`src/sv/bfr_pkg.sv`:
```
// ----------------------------------------------------------------------------
// bfr_pkg
// Types and constants shared by the bitmap font text renderer modules.
// ----------------------------------------------------------------------------
package bfr_pkg;

    // Command codes of an input beat
    localparam logic [1:0] CMD_LOAD  = 2'd0;
    localparam logic [1:0] CMD_START = 2'd1;
    localparam logic [1:0] CMD_CHAR  = 2'd2;

    // Configuration register indexes
    localparam logic [2:0] CFG_GLYPH_WIDTH   = 3'd0;
    localparam logic [2:0] CFG_GLYPH_HEIGHT  = 3'd1;
    localparam logic [2:0] CFG_SCREEN_WIDTH  = 3'd2;
    localparam logic [2:0] CFG_SCREEN_HEIGHT = 3'd3;
    localparam logic [2:0] CFG_FORE_COLOR    = 3'd4;
    localparam logic [2:0] CFG_BACK_COLOR    = 3'd5;

    // Result kinds
    localparam logic KIND_WINDOW = 1'b0;
    localparam logic KIND_ROW    = 1'b1;

    // Character codes with a meaning of their own
    localparam logic [7:0] CODE_END   = 8'd0;
    localparam logic [7:0] CODE_SPACE = 8'd32;

    // Glyph address: (code - first code) * height + row, at most 8191
    localparam int GLYPH_ADDR_W = 13;
    // Wide enough to compare any glyph or load address with the store depth
    localparam int CMP_ADDR_W   = 17;

    typedef struct packed {
        logic [1:0]  cmd;
        logic [11:0] font_address;
        logic [15:0] font_word;
        logic [8:0]  start_col;
        logic [8:0]  start_row;
        logic [7:0]  char_code;
    } t_in_item;

    typedef struct packed {
        logic        item_kind;
        logic [8:0]  win_left;
        logic [8:0]  win_top;
        logic [9:0]  win_right;
        logic [9:0]  win_bottom;
        logic [15:0] row_mask;
        logic [15:0] on_color;
        logic [15:0] off_color;
        logic        last;
    } t_out_item;

    // One glyph to draw, handed from the front to the back
    typedef struct packed {
        logic [8:0]              left;
        logic [8:0]              top;
        logic [9:0]              right;
        logic [9:0]              bottom;
        logic [GLYPH_ADDR_W-1:0] base;
        logic [5:0]              height;
        logic [15:0]             fore;
        logic [15:0]             back;
    } t_job;

    // Queue status seen by both sides
    typedef struct packed {
        logic full;
        logic empty;
    } t_queue_status;

endpackage

```
`src/sv/bfr_queue.sv`:
```
// ----------------------------------------------------------------------------
// bfr_queue
// Two-entry job queue between the layout front and the drawing back.
// ----------------------------------------------------------------------------
module bfr_queue
    import bfr_pkg::*;
(
    input  logic          i_clk,
    input  logic          i_rst_n,
    input  logic          i_push,
    input  t_job          i_push_job,
    input  logic          i_pop,
    output t_job          o_head,
    output t_queue_status o_status
);

    t_job       r_entry [0:1];
    logic       r_wptr;
    logic       r_rptr;
    logic [1:0] r_count;
    logic       do_push;
    logic       do_pop;

    assign do_push = i_push && (r_count != 2'd2);
    assign do_pop  = i_pop && (r_count != 2'd0);

    // Store pushed job
    always_ff @(posedge i_clk) begin
        if (do_push) begin
            r_entry[r_wptr] <= i_push_job;
        end
    end

    // Advance pointers and fill count
    always_ff @(posedge i_clk) begin
        if (!i_rst_n) begin
            r_wptr  <= 1'b0;
            r_rptr  <= 1'b0;
            r_count <= 2'd0;
        end else begin
            if (do_push) begin
                r_wptr <= ~r_wptr;
            end
            if (do_pop) begin
                r_rptr <= ~r_rptr;
            end
            case ({do_push, do_pop})
                2'b10:   r_count <= r_count + 2'd1;
                2'b01:   r_count <= r_count - 2'd1;
                default: r_count <= r_count;
            endcase
        end
    end

    assign o_head         = r_entry[r_rptr];
    assign o_status.full  = (r_count == 2'd2);
    assign o_status.empty = (r_count == 2'd0);

endmodule

```
`config.mk`:
```
export PLATFORM = sky130hd
export DESIGN_NAME = bfr_queue
export DESIGN_NICKNAME = d
export VERILOG_FILES = /design/src/sv/bfr_pkg.sv /design/src/sv/bfr_queue.sv
export SDC_FILE = /design/constraint.sdc
export NUM_CORES = 1
export LEC_CHECK = 0
export ABC_CLOCK_PERIOD_IN_PS = 3470
export BUFFER_PORTS_ARGS = -buffer_cell sky130_fd_sc_hd__buf_2
export CORE_UTILIZATION = 47
export CTS_CLUSTER_SIZE = 40
export DETAILED_ROUTE_END_ITERATION = 16
export GPL_TIMING_DRIVEN = 0
export PLACE_DENSITY = 0.81
export SETUP_SLACK_MARGIN = 0.5
export SLEW_MARGIN = 10
export SYNTH_ARGS = -nofsm -noshare
export SYNTH_HDL_FRONTEND = slang
export SYNTH_SLANG_ARGS = --single-unit
```
`constraint.sdc`:
```
create_clock -name i_clk -period 3.47 [get_ports i_clk]
set_clock_uncertainty 0.05 [all_clocks]
set_input_delay 0.694 -clock i_clk [delete_from_list [all_inputs] [get_ports i_clk]]
set_output_delay 0.694 -clock i_clk [all_outputs]
set_load 0.01 [all_outputs]
```
**Word level (Yosys, flattened, before mapping)**

Memories as Yosys holds them, arrays and structs flattened. A register that Yosys moved wholly into a read port is not among the register bits.
Index checks and enable logic that the tools add are counted.

- Bits in registers: 4
- Bits in writable memories: 178
- Bits of input ports: 93
- Output and inout port bits: 91
- Logic and storage cells: 22
- Memories: 1

- Add/sub/neg operators: 2
- Equality and inequality tests: 4
- Mux-type cells: 5
- Bitwise gates (word level): 2
- Reductions and logical operators: 5

Memories:

| memory | words | width | read ports | clocked after Yosys merged registers in | write ports | line | source |
|---|---|---|---|---|---|---|---|
| r_entry | 2 | 89 | 1 | 1 | 1 | bfr_queue.sv:17 | `t_job r_entry [0:1];` |

Operators by type and width:

| operator | count |
|---|---|
| $eq A2 B2 Y1 const B | 2 |
| $mux W1 | 4 |
| $pmux W2 S2 | 1 |
| $reduce_bool A2 Y1 | 2 |
| $add A2 B1 Y2 const B | 1 |
| $eq A2 B1 Y1 const B | 1 |
| $logic_and A1 B1 Y1 | 2 |
| $logic_not A2 Y1 | 1 |
| $ne A2 B2 Y1 const B | 1 |
| $not A1 Y1 | 2 |
| $sub A2 B1 Y2 const B | 1 |

**Logic depth before layout (Yosys ltp)**

- Depth after elaboration: 4
- Mapped depth: 6
- Gate-level depth less buffers: 6

**Worst setup path before layout**

Ideal clock, no wire load.

- Kind: input-to-reg
- From: input port i_push
- To: memory r_entry[1][0] (netlist bit), enable pin
- Setup time: 0.458 ns
- Arrival time: 2.812 ns
- Data required time: 2.962 ns
- Slack: 0.150 ns
- Stages on the path: 1
- Buffers on the path: 0
- Path through: and3_1

- Longest elaborated chain between the ends: 3

Ends and longest elaborated chain:

| element | line | source |
|---|---|---|
| start: declaration | bfr_queue.sv:10 | `input logic i_push,` |
| $logic_and A1 B1 Y1 | bfr_queue.sv:24 | `assign do_push = i_push && (r_count != 2'd2);` |
| $mux W1 | bfr_queue.sv:29 | `if (do_push) begin` |
| $mux W1 (implied by the code) | bfr_queue.sv:30 | `r_entry[r_wptr] <= i_push_job;` |
| end: declaration | bfr_queue.sv:17 |  |

Every way passes these cells.

==> results.toml <==
[critical_path]
end_kind = "output pin"
max_stage_delay_ps = 350
crit_path_frequent_cell = "buf_2"
crit_fanout = 10
cp_top_family = "buffers and inverters"
r2r.worst_path.cells = 5
rrSetupSlack_ps = 1300
crit_required_ps = 2730
critPathLaunchType = "flip-flop"
cp_data_arrival_time_ps = 1920
slowest_stage = "mux2_2"
path_cells = "buf_2, buf_2, buf_6, mux2_2, buf_2"
crit_buf_inv = 4
r2r_end = "r_entry[0][69]$_DFFE_PP_"
worstSetupPathType = "reg2out"
r2r_start = "r_count[0]$_SDFFE_PN0P_"

[final_layout]
drive_gt1_share_pct = 61.23
num_antenna_cells = 0
final_util_pct = 60.90
syn2layout_area_growth_pct = 26.81
nNetsFinal = 602

[sta]
setup_viol = 0
fin_crit_sh_pct = 76.83
grt_setup_unrepaired = "false"
tns_ps = 0
relSlewSlack_pct = 60.64
slew_viol_final = 0
final_hold_viol_count = 0
tightestPinTransition_ps = 589.2
layout_min_cycle_time_ps = 2666
fmax_ghz = 0.3751

[drt]
wl_per_cell_um = 16.55
drt_wl_total_um = 11600
drtPass1Iterations = 4
drc_errors = 0
num_vias = 3415
viasPerCell = 4.872
ant_nets = 0
drtIter0Drc = 206

[power]
irDropWorstVdd_mv = 0.4683
internal-power_mw = 4.605
seqPwrFrac_pct = 45.6
power_frac_clock_pct = 28.9
p_comb_share_pct = 25.5
p_switching_mw = 1.681
switching_share_pct = 26.74
powerDensity_nw_per_um2 = 746.6
p_leak_nw = 3.162

[synthesis]
yosysTopAreaCell = "edfxtp_1"
synth_ff_type = "edfxtp_1"
synthArstFlopShare_pct = 0
synth.top_cell.area_share_pct = 80.50
synth_common_cells = "edfxtp_1 (178), mux2_2 (89), buf_2 (9), dfxtp_1 (5), xnor2_1 (3)"
yosysMostFrequentCell = "edfxtp_1"
ys_ff_latch = 183
synth_nets = 397
synthTopCellsByArea = "edfxtp_1 (80%), mux2_2 (15%), dfxtp_1 (1.5%)"
syn_inst = 303
yosysWarnings = 0
postSynthAreaPerCell_um2 = 21.91
synth-edff-count = 178
yosysSeqAreaShare_pct = 82.00
yosysUniqueCellTypes = 19
synth.cell_area_um2 = 6640

[clock_tree]
cts-buffers-inserted = 17
cts_tree = "yes"
cts_max_level = 4
clkSinkCount = 183
post_cts_buffers = 0
path_clk_slew_ps = 60
clock_latency_ps = 410
ctsResizeCount = 0
cts_buffer_depth = 2
cts.hold.buffers_added = 0
clock-root-buffer = "clkbuf_16"

[flow_run]
maxCapViolations = 0

[grt]
grt_util_all_layers_pct = 16.25
grt_pass1_vias = 3600
grt_pass1_wl_um = 17400
grt_max_degree = 52
grt_overflow = 0
antenna_found_initial = 0

[floorplanning]
ios = 184
die_area_um2 = 14610
rows = 43
die_y_um = 120.9
die_w_um = 120.9
core_region_area_um2 = 13830
start_util_pct = 48.02

[placement]
dp_hpwl_um = 7891
port_buffers = 183
gp_congestion = 0.6964

[hold_path]
hold_class = "in2reg"
hp-start = "i_push_job[77]"
hold_path_end = "r_entry[1][77]$_DFFE_PP_"
min_path_cells = 1

[run_status]
status = "completed"
[through the flow]
| step | setup WS [ps] | power, mW | hold slack (ps) | instance area (µm²) | cells |
|---|---|---|---|---|---|
| after floorplan | 842.1 | 3.903 | 406.7 | 6645 | 303 |
| after global placement | 25.87 | 4.470 | 417.1 | 7786 | 666 |
| after detailed placement | 1046 | 4.547 | 457.2 | 7858 | 669 |
| after CTS | 734.3 | 6.374 | 390.6 | 8421 | 701 |
| after global routing | 690.4 | 6.565 | 391.8 | 8421 | 701 |
| final | 803.8 | 6.287 | 412.7 | 8421 | 701 |
[flip-flops by register name, summed over array words and instances (netlist names), named ones only]
register  count
r_count       2
r_entry     178
r_rptr        1
r_wptr        1
[cell type report]
type / count / area (µm²)
clock buffer: 18 / 429.2
fill: 1037 / 5406
buffer: 10 / 56.30
multi-input combinational: 107 / 1132
sequential: 183 / 5445
clock inverter: 14 / 133.9
timing repair buffer: 186 / 983.4
inverter: 3 / 15.01
tap: 180 / 225.2
[power groups by stage]
stage | Combinational, mW | Sequential [mW] | Clock, mW
2_1_floorplan | 1.01 | 2.90 | 0
3_3_place_gp | 1.56 | 2.91 | 0
3_5_place_dp | 1.63 | 2.91 | 0
4_1_cts | 1.64 | 2.87 | 1.86
5_1_grt | 1.73 | 2.89 | 1.94
6_report | 1.60 | 2.86 | 1.82
[cell usage in the layout (no fill, tap or decap), drive strengths merged, types with 2 or more instances in the layout]
cell type / n
inv: 3
clkinvlp: 4
bufinv: 2
mux2: 89
a21boi: 2
xnor2: 3
clkinv: 8
nor2b: 2
edfxtp: 178
buf: 196
or3: 2
dfxtp: 5
o21ai: 2
clkbuf: 18
[worst max-delay path by stage]
stage / from / endpoint / depth (start not counted)
floorplan: i_push / r_entry[0][0]$_DFFE_PP_ / 3
global placement: i_push / r_entry[0][38]$_DFFE_PP_ / 4
detailed placement: i_push / r_entry[0][44]$_DFFE_PP_ / 5
CTS: flip-flop / o_head[72] / 5
global route: flip-flop / o_head[72] / 5
finish: flip-flop / o_head[72] / 5
[worst register-to-register path, stage by stage, from the launching register on]
cell	delay, ps
dfxtp_1	440
nand2b_2	200
inv_2	40
or3_1	360
clkinvlp_4	450
buf_12	300
[cell families (layout without fill, tap and decap cells)]
kind of cell,Yosys count,count (layout),synth area share [%]
compound gates,5,5,0.4899
flops,183,183,82.01
simple gates,9,9,0.8102
xor+xnor,3,3,0.3958
fa+ha+maj,1,1,0.1884
buf+inv,13,231,1.017
mux,89,89,15.09
[routing by layer]
metal | vias up | track usage [%] | part of all wire, %
met5 | - | 0 | 0
met4 | 0 | 7.639 | 1.6
met3 | 13 | 5.075 | 6.0
met2 | 110 | 28.39 | 53
met1 | 1681 | 17.97 | 39
li1 | 1611 | - | -
Note: power is estimated with default switching activity, not from simulation.
