--- src/sv/bfr_pkg.sv ---
// ----------------------------------------------------------------------------
// bfr_pkg
// Types and constants shared by the bitmap font text renderer modules.
// ----------------------------------------------------------------------------
package bfr_pkg;

    // Command codes of an input beat
    localparam logic [1:0] CMD_LOAD  = 2'd0;
    localparam logic [1:0] CMD_START = 2'd1;
    localparam logic [1:0] CMD_CHAR  = 2'd2;

    // Configuration register indexes
    localparam logic [2:0] CFG_GLYPH_WIDTH   = 3'd0;
    localparam logic [2:0] CFG_GLYPH_HEIGHT  = 3'd1;
    localparam logic [2:0] CFG_SCREEN_WIDTH  = 3'd2;
    localparam logic [2:0] CFG_SCREEN_HEIGHT = 3'd3;
    localparam logic [2:0] CFG_FORE_COLOR    = 3'd4;
    localparam logic [2:0] CFG_BACK_COLOR    = 3'd5;

    // Result kinds
    localparam logic KIND_WINDOW = 1'b0;
    localparam logic KIND_ROW    = 1'b1;

    // Character codes with a meaning of their own
    localparam logic [7:0] CODE_END   = 8'd0;
    localparam logic [7:0] CODE_SPACE = 8'd32;

    // Glyph address: (code - first code) * height + row, at most 8191
    localparam int GLYPH_ADDR_W = 13;
    // Wide enough to compare any glyph or load address with the store depth
    localparam int CMP_ADDR_W   = 17;

    typedef struct packed {
        logic [1:0]  cmd;
        logic [11:0] font_address;
        logic [15:0] font_word;
        logic [8:0]  start_col;
        logic [8:0]  start_row;
        logic [7:0]  char_code;
    } t_in_item;

    typedef struct packed {
        logic        item_kind;
        logic [8:0]  win_left;
        logic [8:0]  win_top;
        logic [9:0]  win_right;
        logic [9:0]  win_bottom;
        logic [15:0] row_mask;
        logic [15:0] on_color;
        logic [15:0] off_color;
        logic        last;
    } t_out_item;

    // One glyph to draw, handed from the front to the back
    typedef struct packed {
        logic [8:0]              left;
        logic [8:0]              top;
        logic [9:0]              right;
        logic [9:0]              bottom;
        logic [GLYPH_ADDR_W-1:0] base;
        logic [5:0]              height;
        logic [15:0]             fore;
        logic [15:0]             back;
    } t_job;

    // Queue status seen by both sides
    typedef struct packed {
        logic full;
        logic empty;
    } t_queue_status;

endpackage

--- src/sv/bfr_back.sv ---
// ----------------------------------------------------------------------------
// bfr_back
// Draws queued glyph jobs: one window beat, then one beat per glyph row read
// from the font store, through a registered output stage.
// ----------------------------------------------------------------------------
module bfr_back
    import bfr_pkg::*;
#(
    parameter int FONT_WORDS = 4096
) (
    input  logic                          i_clk,
    input  logic                          i_rst_n,
    input  t_job                          i_head,
    input  t_queue_status                 i_queue_status,
    output logic                          o_pop,
    output logic                          o_busy,
    output logic [$clog2(FONT_WORDS)-1:0] o_font_raddr,
    input  logic [15:0]                   i_font_rdata,
    output logic                          o_out_valid,
    output t_out_item                     o_out_data,
    input  logic                          i_out_stall
);

    localparam int AW = $clog2(FONT_WORDS);

    localparam logic [1:0] ST_IDLE = 2'd0;
    localparam logic [1:0] ST_WIN  = 2'd1;
    localparam logic [1:0] ST_ROWS = 2'd2;

    logic [1:0]  r_state;
    logic [1:0]  n_state;
    t_job        r_job;
    t_job        n_job;
    logic [4:0]  r_idx;
    logic [4:0]  n_idx;
    logic        r_out_valid;
    logic        n_out_valid;
    t_out_item   r_out;
    t_out_item   n_out;

    logic                    out_free;
    logic                    last_row;
    logic [GLYPH_ADDR_W-1:0] cur_addr;
    logic                    cur_in_range;
    logic [GLYPH_ADDR_W-1:0] rd_sum;
    logic [CMP_ADDR_W-1:0]   rd_addr;

    assign out_free = !r_out_valid || !i_out_stall;
    assign last_row = ({1'b0, r_idx} == (r_job.height - 6'd1));

    // The read data always belongs to the registered job and row index
    assign cur_addr     = r_job.base + GLYPH_ADDR_W'(r_idx);
    assign cur_in_range = (CMP_ADDR_W'(cur_addr) < CMP_ADDR_W'(FONT_WORDS));

    // Sequencer: window beat, then glyph rows
    always_comb begin
        n_state     = r_state;
        n_job       = r_job;
        n_idx       = r_idx;
        o_pop       = 1'b0;
        n_out_valid = r_out_valid && i_out_stall;
        n_out       = r_out;
        case (r_state)
            ST_IDLE: begin
                if (!i_queue_status.empty) begin
                    o_pop   = 1'b1;
                    n_job   = i_head;
                    n_idx   = 5'd0;
                    n_state = ST_WIN;
                end
            end
            ST_WIN: begin
                if (out_free) begin
                    n_out_valid      = 1'b1;
                    n_out.item_kind  = KIND_WINDOW;
                    n_out.win_left   = r_job.left;
                    n_out.win_top    = r_job.top;
                    n_out.win_right  = r_job.right;
                    n_out.win_bottom = r_job.bottom;
                    n_out.row_mask   = 16'd0;
                    n_out.on_color   = 16'd0;
                    n_out.off_color  = 16'd0;
                    n_out.last       = 1'b0;
                    n_state          = ST_ROWS;
                end
            end
            ST_ROWS: begin
                if (out_free) begin
                    n_out_valid      = 1'b1;
                    n_out.item_kind  = KIND_ROW;
                    n_out.win_left   = r_job.left;
                    n_out.win_top    = r_job.top;
                    n_out.win_right  = r_job.right;
                    n_out.win_bottom = r_job.bottom;
                    n_out.row_mask   = cur_in_range ? i_font_rdata : 16'd0;
                    n_out.on_color   = r_job.fore;
                    n_out.off_color  = r_job.back;
                    n_out.last       = last_row;
                    if (last_row) begin
                        if (!i_queue_status.empty) begin
                            o_pop   = 1'b1;
                            n_job   = i_head;
                            n_idx   = 5'd0;
                            n_state = ST_WIN;
                        end else begin
                            n_state = ST_IDLE;
                        end
                    end else begin
                        n_idx = r_idx + 5'd1;
                    end
                end
            end
            default: n_state = ST_IDLE;
        endcase
    end

    // Fetch the row that the next cycle will hold
    assign rd_sum       = n_job.base + GLYPH_ADDR_W'(n_idx);
    assign rd_addr      = CMP_ADDR_W'(rd_sum);
    assign o_font_raddr = rd_addr[AW-1:0];

    // Control registers
    always_ff @(posedge i_clk) begin
        if (!i_rst_n) begin
            r_state     <= ST_IDLE;
            r_out_valid <= 1'b0;
        end else begin
            r_state     <= n_state;
            r_out_valid <= n_out_valid;
        end
    end

    // Payload registers
    always_ff @(posedge i_clk) begin
        r_job <= n_job;
        r_idx <= n_idx;
        r_out <= n_out;
    end

    assign o_busy      = (r_state != ST_IDLE);
    assign o_out_valid = r_out_valid;
    assign o_out_data  = r_out;

endmodule

--- config.mk ---
export PLATFORM = sky130hd
export DESIGN_NAME = bfr_back
export DESIGN_NICKNAME = d
export VERILOG_FILES = /design/src/sv/bfr_pkg.sv /design/src/sv/bfr_back.sv
export SDC_FILE = /design/constraint.sdc
export NUM_CORES = 1
export LEC_CHECK = 0
export CORE_ASPECT_RATIO = 2
export CORE_MARGIN = 4
export CORE_UTILIZATION = 40
export DETAILED_ROUTE_END_ITERATION = 16
export DONT_BUFFER_PORTS = 1
export SKIP_CTS_REPAIR_TIMING = 1
export SLEW_MARGIN = 20
export SYNTH_ARGS = -nofsm -noshare
export SYNTH_HDL_FRONTEND = slang
export SYNTH_SLANG_ARGS = --single-unit
--- constraint.sdc ---
create_clock -name i_clk -period 10.58 [get_ports i_clk]
set_input_delay 0 -clock i_clk [delete_from_list [all_inputs] [get_ports i_clk]]
set_output_delay 0 -clock i_clk [all_outputs]
set_load 0.05 [all_outputs]
# == Word level (Yosys, flattened, before mapping) ==
# Index checks and enable logic that the tools add are counted.
# W data, S select, Z words.
# op_classes
add_sub_neg,4
mul,0
div_mod_pow,0
order_cmp,1
eq_ne,7
shift,0
muxes,24
bitwise,0
reduce_logical,12
# ops
op,n
$mux W89,3
$pmux W89 S2,1
$mux W88,2
$pmux W88 S2,1
$mux W16,1
$mux W5,3
$add A13 B5 Y13,1
$lt A13 B13 Y1 const B,1
$add A12 B5 Y12,1
$pmux W5 S2,1
$mux W2,4
$ne A2 B2 Y1 const B,4
$eq A5 B6 Y1,1
$mux W1,6
$pmux W2 S3,1
$reduce_and A3 Y1,2
$reduce_bool A2 Y1,3
$sub A6 B1 Y6 const B,1
$add A5 B1 Y5 const B,1
$reduce_and A4 Y1,1
$eq A2 B1 Y1 const B,1
$eq A2 B2 Y1 const B,1
$logic_not A1 Y1,2
$logic_not A2 Y1,1
other kinds (4),4
# word_totals
ff_bits,185
latch_bits,0
ram_bits,0
romBits,0
inputBits,110
out_inout_bits,103
memories,0

# == Depth between registers and ports, before layout ==
# depth
depth_word,6
depth_mapped,20
ltp_nobuf,20

# == Worst setup path after synthesis ==
# OpenSTA, ideal clock, no wires.
# synth_timing
path_kind,reg2reg
start,register r_state[0]
end,register r_job[0] in the netlist's numbering (enable)
setup_ns,0.533
t_arrival_ns,4.826
required_time_ns,10.047
setup_slack_ns,5.221
path_stages_with_launch,6
period_less_slack_ns,5.359
path_cell_list,dfxtp_1 -> inv_1 -> ha_1 -> clkbuf_1 -> inv_1 -> o2bb2ai_1
# synth_via
elab_chain_len,3
# synth_lines
element,line,source
from (decl),bfr_back.sv:30,logic [1:0] r_state;
from (signal assigned),bfr_back.sv:128,r_state <= n_state;
$eq A2 B2 Y1 or $logic_not A2 Y1 (tied branches),bfr_back.sv:63,case (r_state)
$ne A2 B2 Y1 (no source line) or $reduce_bool A2 Y1 (tied branches),--,
$reduce_and A3 Y1 (no source line) *,--,
to (signal assigned),bfr_back.sv:135,r_job <= n_job;
to (decl),bfr_back.sv:32,t_job r_job;
# Mark *: on every way between the ends. The rest lies on a longest branch, timed or not.
# A chain may end at the register's enable or synchronous reset.

==> reports/results.ini <==
[status]
status = finished, violations left
failed_checks = hold timing

[yosys]
ys_ff_latch = 185
syn_area_um2 = 8185
syn_area_per_cell_um2 = 13.76
synthFlopType = edfxtp_1
yosys-top-cells-area = edfxtp_1 (61%), mux2i_1 (9.4%), dfxtp_1 (4.9%), nor2_1 (4.2%), and2_1 (2.7%)
synthCells = 595
synth_area_leader_cell = edfxtp_1
yosys_warnings = 0
synth_common_cells = edfxtp_1 (165), nor2_1 (91), mux2i_1 (77), and2_1 (35), clkbuf_1 (23)
yosysSeqAreaShare_pct = 65.42
syn_nets = 722
synth_top_area_share_pct = 60.53
synth_edf_count = 165
yosysMostFrequentCell = edfxtp_1
async_reset_ff_share_pct = 0
yosysUniqueCellTypes = 54

[power_and_ir_drop]
power.leakage_nw = 3.974
ir_worst_vdd_mv = 0.1782
report.power.total_mw = 3.673
powerDensity_nw_per_um2 = 364.4

[cts]
h-tree-depth = 4
cts_tree = yes
clock_sinks = 185
cts_buffer_depth = 2
cts_buffers = 17
clk_latency_ns = 0.43
clkTransAtPathRegs_ns = 0.07
root_buffer = clkbuf_16

[floorplan]
start_util_pct = 40.92
die_w_um = 109.2
num_rows = 73
die_h_um = 210.3
dieArea_um2 = 22950
num_io_pins = 213
core_area_um2 = 20000

[routing]
routed_via_density = 5.271
met2_length_um = 11150
vias = 5102
drc_errors = 0
drtIter0Drc = 331
dr.max_layer_used = met4
met1_length_um = 6730
routed_wl_um = 19490
wl_per_cell_um = 20.13
ant_nets = 0
wl_met3_um = 973
dr.pass1.iters = 4

[critical_path]
worstPathRequired_ns = 10.58
path_class = register to primary output
critPathLaunchType = register
crit_fanout = 12
cpMaxStageDelayCell = xor2_1
worstRegToRegCells = 9
cp-end-kind = primary output
slowest_delay_ns = 0.85
arrival_ns = 5.56
cp_cell_sequence = inv_1 > ha_1 > or3b_1 > a211oi_2 > nand4_4 > or2_4 > a22o_2 > a222oi_1 > inv_1 > ha_1 > a21o_1 > a21oi_1 > nor2b_1 > o21ai_0 > nand2b_1 > nand3_1 > nor4bb_2 > xor2_1

[global_routing]
grt_pass1_wl_um = 28320
track_usage_pct = 16.59
antenna_found_initial = 1
overflow = 0
grt_max_degree = 87
grt_pass1_vias = 4960

[timing]
finalHoldViolations = 1
period_share_pct = 52.56
holdWs_ns = -0.002169
setup_violations = 0
drv_slew = 0
setup_tns_ns = 0
finalCriticalPeriod_ns = 5.561
max_clock_freq_mhz = 179.8
clock_skew_ns = 0.01287
tightest_slew_ns = 1.132
relSlewSlack_pct = 24.01
rsz0062_at_grt = false

[final_layout]
areaGrowthSynthToFinish_pct = 23.13
multiInputGateArea_um2 = 2666
layout-drive-gt1-share_pct = 9.078
final_nets = 821
n_fill_cell = 1660
seq_area_um2 = 5355

[worst_hold_path]
hold_path.class = input port to register
hold_depth = 3

[run]
cap_violations = 0

[placed_design]
port_buffers = 0
gp_congestion = 0.7935
dp_hpwl_um = 13240

logic make-up (layout without fill, tap and decap cells):
family | after synthesis | count (layout) | share of synthesized area [%]
flip-flops | 185 | 185 | 65.42
AND/OR/NAND/NOR | 182 | 182 | 11.31
multiplexers | 79 | 79 | 9.691
AO/OA/AOI/OAI | 69 | 69 | 6.619
buffers and inverters | 46 | 156 | 2.445
adder cells (fa/ha/maj) | 17 | 17 | 2.690
XOR/XNOR | 17 | 17 | 1.819
other | 0 | 1 | 0
layout by cell type (no fill, tap or decap), types with 8 or more instances in the layout:
| master | netlist | routed |
|---|---|---|
| a21oi_1 | 12 | 12 |
| a22o_2 | 8 | 8 |
| and2_1 | 35 | 35 |
| and3_1 | 16 | 16 |
| clkbuf_16 | 0 | 17 |
| dfxtp_1 | 20 | 20 |
| dlygate4sd3_1 | 0 | 105 |
| edfxtp_1 | 165 | 165 |
| ha_1 | 16 | 15 |
| inv_1 | 15 | 15 |
| mux2i_1 | 77 | 77 |
| nand2_1 | 12 | 12 |
| nor2_1 | 91 | 91 |
| o21ai_0 | 10 | 10 |
| xnor2_1 | 11 | 11 |
per-layer routing:
metal  global-route usage [%]  up-vias
met1                    15.86     2506
met2                    30.87      174
met4                    6.800        0
met5                        0        -
li1                         -     2381
met3                    6.221       41
registers in the layout (all words and copies together), names as in the netlist:
name	flops
r_idx	5
r_state	2
o_out_valid	1
r_job	89
o_out_data	88
metrics by stage:
stage          std cells  util [%]  hold slack, ns  setup slack (ns)  area (µm²)
2_1_floorplan        595         -          0.1178             5.221        8185
3_3_place_gp         831     42.21          0.1321             5.605        8443
3_5_place_dp         831     42.21          0.1423             5.501        8443
4_1_cts              861     44.98         -0.3308             4.990        8997
5_1_grt              968     50.38        0.004948             4.643       10080
6_report             968     50.38       -0.002169             5.019       10080
power breakdown:
| part | internal [mW] | switching (mW) |
|---|---|---|
| Clock | 0.343 | 0.263 |
| Sequential | 1.36 | 0.828 |
| Combinational | 0.258 | 0.624 |
| Total | 1.96 | 1.71 |
area by class of cell:
type	count	share of cell area [%]
Clock inverter	13	1.279
Tap cell	262	3.253
Sequential cell	185	53.13
Timing Repair Buffer	111	11.07
Multi-Input combinational cell	364	26.46
Inverter	15	0.5587
Antenna cell	1	0.02483
Clock buffer	17	4.221
path summary, 6_finish.rpt:
kind                                  from          endpoint  slack, ns
worst min register to register   r_job[81]    o_out_data[79]       0.45
worst max register to register   r_job[32]         r_job[17]       6.57
worst max-delay path             r_job[32]  o_font_raddr[11]       5.02
worst min-delay path            i_head[46]         r_job[46]     -0.002
worst max-delay path, delay by kind of cell, from the launching register on:
kind                     cells  cell delay (ns)
AND/OR/NAND/NOR              7             1.82
AO/OA/AOI/OAI                6             1.29
XOR/XNOR                     1             0.85
adder cells (fa/ha/maj)      2             0.50
flip-flops                   1             0.45
buffers and inverters        2             0.21
Power figures use the tool's default switching activity.
